==> src/hdl/mbe_pkg.sv <==
`timescale 1ns / 1ps
`default_nettype none
// ----------------------------------------------------------------------------
// mbe_pkg
// shared types, constants and helpers of the escape-time engine
// ----------------------------------------------------------------------------
package mbe_pkg;

  localparam int PIX_W   = 10;
  localparam int CNT_W   = 16;
  localparam int COORD_W = 32;
  localparam int STEP_W  = 31;
  localparam int CFG_W   = 32;
  localparam int IDX_W   = 2;

  // register indexes on the configuration port
  localparam logic [IDX_W-1:0] REG_ORIGIN_X = 2'd0;
  localparam logic [IDX_W-1:0] REG_ORIGIN_Y = 2'd1;
  localparam logic [IDX_W-1:0] REG_STEP     = 2'd2;
  localparam logic [IDX_W-1:0] REG_MAX_ITER = 2'd3;

  localparam logic signed [COORD_W-1:0] ORIGIN_RST   = -32'sd536870912;
  localparam logic        [STEP_W-1:0]  STEP_RST     = 31'd1048576;
  localparam logic        [CNT_W-1:0]   MAX_ITER_RST = 16'd50;

  // decoupling queue between front and engine
  localparam int QUEUE_DEPTH = 2;
  localparam int QPTR_W      = $clog2(QUEUE_DEPTH);
  localparam int QCNT_W      = $clog2(QUEUE_DEPTH + 1);

  typedef struct packed {
    logic signed [COORD_W-1:0] origin_x;
    logic signed [COORD_W-1:0] origin_y;
    logic        [STEP_W-1:0]  pixel_step;
    logic        [CNT_W-1:0]   max_iterations;
  } cfg_t;

  typedef struct packed {
    logic        [PIX_W-1:0]   px;
    logic        [PIX_W-1:0]   py;
    logic signed [COORD_W-1:0] cx;
    logic signed [COORD_W-1:0] cy;
  } point_t;

  typedef struct packed {
    logic [QCNT_W-1:0] count;
    logic              full;
  } queue_status_t;

  typedef struct packed {
    logic busy;
  } core_status_t;

  localparam logic signed [63:0] SAT_HI = 64'sh0000_0000_7FFF_FFFF;
  localparam logic signed [63:0] SAT_LO = -64'sh0000_0000_8000_0000;

  // clamp to the signed 32-bit range
  function automatic logic signed [COORD_W-1:0] sat32(input logic signed [63:0] v);
    logic signed [COORD_W-1:0] r;
    if (v > SAT_HI) begin
      r = 32'sh7FFF_FFFF;
    end else if (v < SAT_LO) begin
      r = -32'sh8000_0000;
    end else begin
      r = v[COORD_W-1:0];
    end
    return r;
  endfunction

endpackage
`default_nettype wire

==> src/hdl/mbe_queue.sv <==
`timescale 1ns / 1ps
`default_nettype none
// ----------------------------------------------------------------------------
// mbe_queue
// short fifo of mapped points between front and engine
// ----------------------------------------------------------------------------
module mbe_queue (
  input  wire logic                   clk_i,
  input  wire logic                   rst_ni,
  input  wire logic                   push_valid_i,
  output logic                        push_ready_o,
  input  wire mbe_pkg::point_t        push_data_i,
  output logic                        pop_valid_o,
  input  wire logic                   pop_ready_i,
  output mbe_pkg::point_t             pop_data_o,
  output mbe_pkg::queue_status_t      status_o
);

  mbe_pkg::point_t                     mem_q [mbe_pkg::QUEUE_DEPTH];
  logic [mbe_pkg::QPTR_W-1:0]          wr_ptr_q;
  logic [mbe_pkg::QPTR_W-1:0]          rd_ptr_q;
  logic [mbe_pkg::QCNT_W-1:0]          count_q;
  logic                                do_push;
  logic                                do_pop;

  localparam logic [mbe_pkg::QCNT_W-1:0] DEPTH_C = mbe_pkg::QCNT_W'(mbe_pkg::QUEUE_DEPTH);
  localparam logic [mbe_pkg::QPTR_W-1:0] LAST_C  =
    mbe_pkg::QPTR_W'(mbe_pkg::QUEUE_DEPTH - 1);

  assign push_ready_o    = count_q != DEPTH_C;
  assign pop_valid_o     = count_q != '0;
  assign pop_data_o      = mem_q[rd_ptr_q];
  assign do_push         = push_valid_i && push_ready_o;
  assign do_pop          = pop_valid_o && pop_ready_i;
  assign status_o.count  = count_q;
  assign status_o.full   = !push_ready_o;

  always_ff @(posedge clk_i or negedge rst_ni) begin
    if (!rst_ni) begin
      wr_ptr_q <= '0;
      rd_ptr_q <= '0;
      count_q  <= '0;
    end else begin
      if (do_push) begin
        wr_ptr_q <= (wr_ptr_q == LAST_C) ? '0 : wr_ptr_q + 1'b1;
      end
      if (do_pop) begin
        rd_ptr_q <= (rd_ptr_q == LAST_C) ? '0 : rd_ptr_q + 1'b1;
      end
      if (do_push && !do_pop) begin
        count_q <= count_q + 1'b1;
      end else if (do_pop && !do_push) begin
        count_q <= count_q - 1'b1;
      end
    end
  end

  always_ff @(posedge clk_i) begin
    if (do_push) begin
      mem_q[wr_ptr_q] <= push_data_i;
    end
  end

endmodule
`default_nettype wire

==> config.mk <==
export PLATFORM = sky130hd
export DESIGN_NAME = mbe_queue
export DESIGN_NICKNAME = d
export VERILOG_FILES = /design/src/hdl/mbe_pkg.sv /design/src/hdl/mbe_queue.sv
export SDC_FILE = /design/constraint.sdc
export NUM_CORES = 1
export LEC_CHECK = 0
export ABC_AREA = 1
export BUFFER_PORTS_ARGS = -buffer_cell sky130_fd_sc_hd__buf_4
export CAP_MARGIN = 20
export CORE_ASPECT_RATIO = 2
export CORE_MARGIN = 2
export CORE_UTILIZATION = 40
export DETAILED_ROUTE_END_ITERATION = 8
export PLACE_DENSITY_LB_ADDON = 0.15
export SLEW_MARGIN = 40
export SYNTH_ARGS = -nofsm -noshare
export SYNTH_HDL_FRONTEND = slang
export SYNTH_SLANG_ARGS = --single-unit
==> constraint.sdc <==
create_clock -name clk_i -period 11.2 [get_ports clk_i]
set_input_delay 0.56 -clock clk_i [delete_from_list [all_inputs] [get_ports clk_i]]
set_output_delay 0.56 -clock clk_i [all_outputs]
set_load 0.005 [all_outputs]
==> out/summary.txt <==
status: finished clean
YS warnings: 0
crit path time final: 2.89 ns
synthesized-area fraction occupied by and/or/nand/nor cells: 16.0%
hold slack: 0.315 ns
MaxCap Viol Count: 0
Iter 0 DRT Violations: 222
P_sw: 680 uW
Reg2Reg Setup Slack: 8.73 ns
first-pass GRT wire length: 21200 um
total CTS buffers: 17
Die W: 93.2 um
sequential share of the synthesized area: 80.9%
num ports: 177
CP required: 10.64 ns
average wire per standard cell: 15.9 um
Final Instance Area: 0.00844 mm^2
cells after synthesis: 472
Crit Reg-Reg Startpoint: count_q[1]
Final #Nets: 743
Synth Area in Adders: 0.197%
worst r2r dst: mem_q[1][23]
Final ANT Viol Nets: 0
Initial Utilization: 40.5%
Hold Path Class: in2reg
Worst Path Max Fanout: 43
setup ws final: 8.31 ns
RSZ-0062 raised after global routing: no
largest net degree at the start of global routing: 86
drt pass-1 iters: 5
synthesized area: 0.00636 mm^2
Switching Fraction: 31.0%
WL final: 13800 um
GR Overflow Total: 0
post-DR vias/cell: 4.60
Avg Synthesized Cell Area: 13.5 um^2
#FFs+latches synth: 172
fraction of layout cells with a size suffix above 1: 32.1%
mux contribution to synthesized area: 0%
Max VDD drop: 0.125 mV
Clock Latency Late Sink: 0.42 ns
Die H: 182 um
drt drc: 0
vias: 3995
Final Max Tran Viols: 0
routed wl met3: 710 um
die footprint: 0.0170 mm^2
row count: 65
crit path to: pop_data_o[59]
sequential share of power: 41.7%
Leakage Power: 0.00360 uW
clock share of power: 26.2%
antenna diode count: 0
clock sink total: 172
port bufs: 176
internal power: 1510 uW
CTS H-Tree Depth: 4
total track usage: 16.8%
initial antenna violation count: 0
CTS tree: done
pre-CTS setup slack: 8.68 ns
met1 wire length: 4800 um
Clock Path Buffers: 2
critical path launch point: rd_ptr_q
fin crit share: 25.8%
met2 routed WL: 7920 um
kind of critical path: reg2out
Critical Path AT: 2.33 ns
Reg2Reg Depth: 7
critical path launch point type: register
compound-gate portion of the synthesized area: 0%
Relative slew margins: 49.0%
area post-placement: 0.00785 mm^2
Peak Freq: 346 MHz
Post-Synth XOR/XNOR Area: 0.138%
number of global-route vias before repair: 4133
largest family of logic cells by synthesized area: simple AND/OR/NAND/NOR gates
final setup fails: 0
Finished Core Util: 53.8%
worst slew pin tran: 0.763 ns
final number of hold-violating endpoints: 0
placer congestion estimate: 0.810
Power Dens Cells: 259 mW/mm^2
critical path endpoint category: output port
Core Region: 0.0157 mm^2
Final Skew: 0.00875 ns
syn nets: 561
Top Layer Used: met4
synthesis-to-layout area growth: 32.7%
Worst-path clk slew: 0.07 ns
Distinct cells, synth: 13
Comb pwr share: 32.1%
Root Buffer: clkbuf_16
hpwl dp: 8890 um
setup TNS: 0 ns
Post-CTS Repair Setup Buffers: 0
## area by class of cell
class                      count  area (um^2)
tap                          201          251
clock buffer                  20          437
multi-input combinational    272         1050
inverter                       9         35.0
sequential                   172         5150
fill                        1329         7250
clock inverter                12          140
timing repair buffer         182         1390
## worst min path at each step
stage | startpoint | end | slack (ns) | cells past startpoint
after floorplan | rst_ni | count_q[0] | 0.26 | 0
after global placement | rst_ni | count_q[1] | 0.36 | 1
after detailed placement | rst_ni | count_q[1] | 0.37 | 1
after CTS | push_data_i[47] | mem_q[1][47] | 0.30 | 1
after global routing | push_data_i[47] | mem_q[1][47] | 0.30 | 1
final | push_data_i[69] | mem_q[0][69] | 0.32 | 1
## sequential cells by signal (all words and copies together), names as in the netlist
register,cells
count_q,2
mem_q,168
rd_ptr_q,1
wr_ptr_q,1
## synthesized netlist by cell type
master / count / share of area [%]
nor2_1: 3 / 0.18
xnor2_1: 1 / 0.14
nand2_1: 264 / 16
ha_1: 1 / 0.20
dfrtp_1: 4 / 1.6
inv_1: 8 / 0.47
edfxtp_1: 168 / 79
buf_4: 2 / 0.24
buf_2: 10 / 0.79
nand3_1: 2 / 0.16
inv_2: 1 / 0.059
nand4_1: 1 / 0.098
buf_6: 7 / 1.2
## power groups by stage
stage / Combinational [uW] / Sequential, uW / Clock [uW]
finish: 704 / 913 / 574
global route: 793 / 926 / 612
CTS: 726 / 914 / 587
detailed placement: 724 / 927 / 0
global placement: 708 / 922 / 0
floorplan: 352 / 932 / 0
## worst max-delay path, stage by stage, from the launching register on
cell	delay [ns]
dfrtp_2	0.41
inv_2	0.55
buf_4	0.57
nand2_1	0.10
nand2_1	0.12
buf_4	0.12
## cells by family after synthesis
kind of cell	Yosys count
AND/OR/NAND/NOR	270
flip-flops	172
buffers and inverters	28
XOR/XNOR	1
adder cells (fa/ha/maj)	1
## through the flow
stage	total power, uW	instances
6_report	2190	868
5_1_grt	2330	868
3_5_place_dp	1650	835
4_1_cts	2230	868
2_1_floorplan	1280	472
3_3_place_gp	1630	834
## placed cells by master (no fill, tap or decap), types with 2 or more instances in the layout
master      instances
clkbuf_16          17
dfrtp_1             3
inv_1               7
buf_4             178
nand2_1           264
clkbuf_1            3
edfxtp_1          168
inv_6               2
clkinv_2            2
clkinvlp_4          5
nor2_1              2
bufinv_16           2
nand3_1             2
## metal layers
layer	global-route usage, %	vias to the layer above
li1	-	1942
met1	16.8	1917
met2	31.2	116
met3	4.75	20
met4	8.06	0
met5	0	-
## timing repair
action	in CTS	in global routing
hold buffers	1	0
hold endpoints to repair	4	0
resized for setup	0	0
Power figures use the tool's default switching activity.
