[src/hdl/mbe_pkg.sv]
`timescale 1ns / 1ps
`default_nettype none
// ----------------------------------------------------------------------------
// mbe_pkg
// shared types, constants and helpers of the escape-time engine
// ----------------------------------------------------------------------------
package mbe_pkg;

  localparam int PIX_W   = 10;
  localparam int CNT_W   = 16;
  localparam int COORD_W = 32;
  localparam int STEP_W  = 31;
  localparam int CFG_W   = 32;
  localparam int IDX_W   = 2;

  // register indexes on the configuration port
  localparam logic [IDX_W-1:0] REG_ORIGIN_X = 2'd0;
  localparam logic [IDX_W-1:0] REG_ORIGIN_Y = 2'd1;
  localparam logic [IDX_W-1:0] REG_STEP     = 2'd2;
  localparam logic [IDX_W-1:0] REG_MAX_ITER = 2'd3;

  localparam logic signed [COORD_W-1:0] ORIGIN_RST   = -32'sd536870912;
  localparam logic        [STEP_W-1:0]  STEP_RST     = 31'd1048576;
  localparam logic        [CNT_W-1:0]   MAX_ITER_RST = 16'd50;

  // decoupling queue between front and engine
  localparam int QUEUE_DEPTH = 2;
  localparam int QPTR_W      = $clog2(QUEUE_DEPTH);
  localparam int QCNT_W      = $clog2(QUEUE_DEPTH + 1);

  typedef struct packed {
    logic signed [COORD_W-1:0] origin_x;
    logic signed [COORD_W-1:0] origin_y;
    logic        [STEP_W-1:0]  pixel_step;
    logic        [CNT_W-1:0]   max_iterations;
  } cfg_t;

  typedef struct packed {
    logic        [PIX_W-1:0]   px;
    logic        [PIX_W-1:0]   py;
    logic signed [COORD_W-1:0] cx;
    logic signed [COORD_W-1:0] cy;
  } point_t;

  typedef struct packed {
    logic [QCNT_W-1:0] count;
    logic              full;
  } queue_status_t;

  typedef struct packed {
    logic busy;
  } core_status_t;

  localparam logic signed [63:0] SAT_HI = 64'sh0000_0000_7FFF_FFFF;
  localparam logic signed [63:0] SAT_LO = -64'sh0000_0000_8000_0000;

  // clamp to the signed 32-bit range
  function automatic logic signed [COORD_W-1:0] sat32(input logic signed [63:0] v);
    logic signed [COORD_W-1:0] r;
    if (v > SAT_HI) begin
      r = 32'sh7FFF_FFFF;
    end else if (v < SAT_LO) begin
      r = -32'sh8000_0000;
    end else begin
      r = v[COORD_W-1:0];
    end
    return r;
  endfunction

endpackage
`default_nettype wire

[src/hdl/mbe_if.sv]
`timescale 1ns / 1ps
`default_nettype none
// ----------------------------------------------------------------------------
// mbe channel interfaces
// pixel request channel and result channel, valid/ready handshake
// ----------------------------------------------------------------------------
interface mbe_pix_if;
  logic                     valid;
  logic                     ready;
  logic [mbe_pkg::PIX_W-1:0] pixel_x;
  logic [mbe_pkg::PIX_W-1:0] pixel_y;

  modport source (output valid, output pixel_x, output pixel_y, input ready);
  modport sink   (input valid, input pixel_x, input pixel_y, output ready);
endinterface

`default_nettype wire

[src/hdl/mbe_front.sv]
`timescale 1ns / 1ps
`default_nettype none
// ----------------------------------------------------------------------------
// mbe_front
// accepts pixel requests and maps them to the complex point c
// ----------------------------------------------------------------------------
module mbe_front (
  input  wire logic            clk_i,
  input  wire logic            rst_ni,
  input  wire mbe_pkg::cfg_t   cfg_i,
  mbe_pix_if.sink              pix_i,
  output logic                 push_valid_o,
  input  wire logic            push_ready_i,
  output mbe_pkg::point_t      push_data_o
);

  logic            stage_valid_q;
  mbe_pkg::point_t stage_q;
  mbe_pkg::point_t stage_d;

  logic        [40:0] prod_x;
  logic        [40:0] prod_y;
  logic signed [42:0] sum_x;
  logic signed [42:0] sum_y;

  always_comb begin
    prod_x = pix_i.pixel_x * cfg_i.pixel_step;
    prod_y = pix_i.pixel_y * cfg_i.pixel_step;
    sum_x  = 43'(cfg_i.origin_x) + {2'b00, prod_x};
    sum_y  = 43'(cfg_i.origin_y) + {2'b00, prod_y};
    stage_d.px = pix_i.pixel_x;
    stage_d.py = pix_i.pixel_y;
    stage_d.cx = mbe_pkg::sat32(64'(sum_x));
    stage_d.cy = mbe_pkg::sat32(64'(sum_y));
  end

  assign pix_i.ready  = !stage_valid_q || push_ready_i;
  assign push_valid_o = stage_valid_q;
  assign push_data_o  = stage_q;

  always_ff @(posedge clk_i or negedge rst_ni) begin
    if (!rst_ni) begin
      stage_valid_q <= 1'b0;
    end else if (pix_i.ready) begin
      stage_valid_q <= pix_i.valid;
    end
  end

  always_ff @(posedge clk_i) begin
    if (pix_i.valid && pix_i.ready) begin
      stage_q <= stage_d;
    end
  end

endmodule
`default_nettype wire

[src/flat_wrapper.sv]
// flat-port wrapper written by rule: the top's interface ports become plain ports
module mbe_front_flat 
  (clk_i, rst_ni, cfg_i, push_valid_o, push_ready_i, push_data_o, pix_i_valid, pix_i_pixel_x, pix_i_pixel_y, pix_i_ready);
  mbe_pix_if pix_i_i ();
  input  wire logic clk_i;
  input  wire logic rst_ni;
  input  wire mbe_pkg::cfg_t cfg_i;
  output logic push_valid_o;
  input  wire logic push_ready_i;
  output mbe_pkg::point_t push_data_o;
  input wire logic [$bits(pix_i_i.valid)-1:0] pix_i_valid;
  input wire logic [$bits(pix_i_i.pixel_x)-1:0] pix_i_pixel_x;
  input wire logic [$bits(pix_i_i.pixel_y)-1:0] pix_i_pixel_y;
  output wire logic [$bits(pix_i_i.ready)-1:0] pix_i_ready;
  assign pix_i_i.valid = pix_i_valid;
  assign pix_i_i.pixel_x = pix_i_pixel_x;
  assign pix_i_i.pixel_y = pix_i_pixel_y;
  assign pix_i_ready = pix_i_i.ready;
  mbe_front u_core (.clk_i(clk_i), .rst_ni(rst_ni), .cfg_i(cfg_i), .pix_i(pix_i_i), .push_valid_o(push_valid_o), .push_ready_i(push_ready_i), .push_data_o(push_data_o));
endmodule
[config.mk]
export PLATFORM = sky130hd
export DESIGN_NAME = mbe_front_flat
export DESIGN_NICKNAME = d
export VERILOG_FILES = /design/src/hdl/mbe_pkg.sv /design/src/hdl/mbe_if.sv /design/src/hdl/mbe_front.sv /design/src/flat_wrapper.sv
export SDC_FILE = /design/constraint.sdc
export NUM_CORES = 2
export LEC_CHECK = 0
export BUFFER_PORTS_ARGS = -buffer_cell sky130_fd_sc_hd__buf_4
export CAP_MARGIN = 20
export CORE_ASPECT_RATIO = 0.5
export CORE_UTILIZATION = 60
export DETAILED_ROUTE_END_ITERATION = 12
export PLACE_DENSITY = 0.85
export SYNTH_ARGS = -nofsm -noshare
export SYNTH_HDL_FRONTEND = slang
export SYNTH_SLANG_ARGS = --single-unit
[constraint.sdc]
create_clock -name clk_i -period 3.6 [get_ports clk_i]
set_input_delay 0.36 -clock clk_i [delete_from_list [all_inputs] [get_ports clk_i]]
set_output_delay 0.36 -clock clk_i [all_outputs]
set_load 0.02 [all_outputs]
==> impl_summary.log <==
INFO  metric status = finished, violations left
INFO  metric violations = setup timing
INFO  metric synth_async_sr_flop_share = 0.0118
INFO  metric grt_overflow_total = 0
INFO  metric path_class = in2reg
INFO  metric start_util = 0.609
INFO  metric slowest_delay = between 0.7 and 0.8 ns
INFO  metric synthesis.nets = slightly below 4k
INFO  metric floorplan.die.width = 305 um
INFO  metric max-clock-path-buffers = 2
INFO  metric synth_top_flop_cell = edfxtp_1
INFO  metric min-delay-path-class = in2reg
INFO  metric total_wire_length = 100000 um
INFO  metric synth-edff-count = 84
INFO  metric hpwl = 69900 um
INFO  metric area_growth_syn_to_layout = 32.2%
INFO  metric critical_path.max_fanout = 7
INFO  metric clkLatencyLatePin = roughly 0.40 ns
INFO  metric cts_tree = done
INFO  metric placement.cell_area = 34400 sq um
INFO  metric place.gp.congestion = 0.978
INFO  metric most_common_cell_after_layout_fill_and_taps_aside = buf_4
INFO  metric grt_antenna_before_repair = 6
INFO  metric fin_crit = ~8.8 ns
INFO  metric critical_path.startpoint_type = input port
INFO  metric synth_area = approximately 28000 sq um
INFO  metric dr.first_iter.drc_count = 3172
INFO  metric syn_avg_cell_area = approximately 9 sq um
INFO  metric grt_first_pass_wirelength = 145000 um
INFO  metric layout-drive-gt1-share = 0.302
INFO  metric grt_start_max_net_pins = between 40 and 50
INFO  metric placementRows = 55
INFO  metric synth.yosys.warnings = 0
INFO  metric via_count_of_the_routed_design = about 28k
INFO  metric first_pass_iters = 8
INFO  metric crit_arrival = 9.06 ns
INFO  metric tightest_slew = 0.868 ns
INFO  metric setup.worst_path.end_class = register
INFO  metric die-height = 154 um
INFO  metric relSlewSlack = 0.417
INFO  metric first_global_vias = 28.4k
INFO  metric fmax = around 0.11 GHz
INFO  metric clock_sink_count = 85
INFO  metric critPathSlowestCell = fa_1
INFO  metric skew = 0.0135 ns
INFO  metric synth.ff_latch_count = 85
INFO  metric io_pins = 221
INFO  metric std_cell_core_area = 45200 sq um
INFO  metric final_hold_violations = 0
INFO  metric setup.worst_path.start = pix_i_pixel_x[2]
INFO  metric crit_path_end = u_core.push_data_o[44]
INFO  metric r2r-end = u_core.push_data_o[79]
INFO  metric cts_made_buffers = 9
INFO  metric cp.required = 3.85 ns
INFO  metric setup_viol = 64
INFO  metric timing.final.ws_setup = -5.22 ns
INFO  metric seq_area_frac_synth = 0.0925
INFO  metric remaining_drc_errors = 0
INFO  metric max_slew_violations = 0
INFO  metric layout.nets = approximately 4.7k
INFO  metric h-tree-depth = 3
INFO  metric finish.instance_area = ~36000 sq um
INFO  metric port_buffers = 204
INFO  metric post_drt_wl_per_cell = 22.4 um
INFO  metric path_clk_slew = 0.08 ns
INFO  metric synth.lib_cells_used.distinct = 80
INFO  metric rsz0062_at_grt = yes
INFO  metric grt_util_all_layers = 0.390
INFO  metric floorplan.die_area = between 40000 and 50000 sq um
INFO  metric setup.reg_to_reg.worst_slack = 1.77 ns
INFO  metric cap_violations = 0
INFO  metric most_frequent_cells_in_the_layout = 801 x buf_4, 454 x inv_1, 449 x fa_1
INFO  metric clk_root_buffer_cell = clkbuf_16
INFO  metric crit-reg2reg-launch = u_core.push_valid_o
INFO  metric final_antenna_net_count = 0
INFO  metric synth_cells = 3135
INFO  metric viasPerCell = ~6.2
INFO  metric final_cycle_utilization_of_the_critical_path = 2.45
INFO  metric number_of_cells_traversed_by_the_worst_register_to_register_path = 3
==> layout make-up <==
type | count | area [sq um]
Clock buffer | 10 | 229
Clock inverter | 6 | 95.1
Inverter | 469 | 1760
Fill cell | 2433 | 8800
Tap cell | 598 | 748
Sequential cell | 85 | 2550
Antenna cell | 7 | 17.5
Multi-Input combinational cell | 2410 | 23600
Timing Repair Buffer | 879 | 7390
==> per-layer routing <==
layer	vias up	GRT usage	routed length (um)	part of all wire
met5	-	0	57	0.00057
met4	6	0.210	8770	0.088
met3	790	0.0697	11200	0.11
met2	2093	0.676	46200	0.46
met1	13206	0.467	33900	0.34
li1	11574	-	-	-
==> worst min path at each step <==
stage | slack [ns] | cells after the start | end | start
2_1_floorplan | 0.06 | 0 | u_core.push_valid_o | rst_ni
3_3_place_gp | 0.13 | 1 | u_core.push_valid_o | rst_ni
3_5_place_dp | 0.14 | 1 | u_core.push_valid_o | rst_ni
4_1_cts | 0.16 | 2 | u_core.push_valid_o | pix_i_valid
5_1_grt | 0.18 | 2 | u_core.push_valid_o | pix_i_valid
6_report | 0.16 | 2 | u_core.push_valid_o | pix_i_valid
==> what timing repair did <==
item	CTS	global route
cloned	7	6
pin swaps	45	55
hold endpoints to repair	1	0
hold buffers	1	0
endpoints found under the setup margin	64	64
buffers inserted	28	15
resized for setup	152	94
==> cell families (layout without fill, tap and decap cells) <==
family,Yosys count,after routing,share of synthesized area
simple gates,1031,1031,0.189
fa+ha+maj,700,700,0.444
flops,85,85,0.0925
mux,2,2,0.000727
compound gates,530,530,0.137
xor+xnor,147,147,0.0470
buf+inv,640,1364,0.0896
other cells,0,7,0
==> cells in the mapped netlist, types with 4 or more instances <==
library cell,instances,area (sq um)
inv_1,469,1760
fa_1,462,9250
nand2_1,381,1430
and2_1,331,2070
ha_1,238,2980
a21oi_1,155,776
clkbuf_1,153,574
xnor2_1,98,858
nand3_1,96,480
edfxtp_1,84,2520
a21o_1,82,616
nor2_1,82,308
o21ai_0,58,290
xor2_1,48,420
o221ai_2,30,450
nor3_1,27,135
nand2b_1,26,163
o21a_1,23,173
o21ai_1,23,115
o21ai_2,22,193
o21bai_1,21,158
and3_1,20,125
a31oi_1,14,87.6
nand4_1,14,87.6
o211ai_1,13,97.6
a211oi_1,11,82.6
nor2b_1,11,68.8
or3_1,11,68.8
buf_2,9,45.0
a211o_1,8,70.1
and4_1,6,52.6
buf_6,6,67.6
nor3b_1,6,45.0
a21boi_0,5,37.5
o31ai_1,5,37.5
a211oi_2,4,50.1
a311oi_1,4,35.0
nand3b_1,4,30.0
o2111ai_1,4,35.0
o221ai_1,4,35.0
==> stage by stage <==
stage	hold slack [ns]	TNS, ns	setup WS, ns	util	std cells
after floorplan	0.0644	-273.91	-4.34	-	3135
after global placement	0.135	-302.14	-4.85	0.760	4386
after detailed placement	0.136	-311.58	-4.96	0.760	4386
after CTS	0.158	-274.66	-4.36	0.791	4438
after global routing	0.185	-318.84	-5.31	0.805	4457
final	0.164	-307.56	-5.22	0.805	4464
==> registers in the layout, summed over array words and instances (netlist names) <==
name	flops
u_core.push_valid_o	1
u_core.push_data_o	84
==> worst max-delay path, delay by kind of cell <==
| kind | cells | cell delay [ns] |
|---|---|---|
| buf+inv | 11 | 1.44 |
| compound gates | 12 | 2.47 |
| fa+ha+maj | 7 | 3.55 |
| xor+xnor | 2 | 0.54 |
| simple gates | 5 | 0.68 |
Power is left out: the tool's default activity adds up to more than one toggle a clock period on the data nets, which glitch-free logic cannot reach.
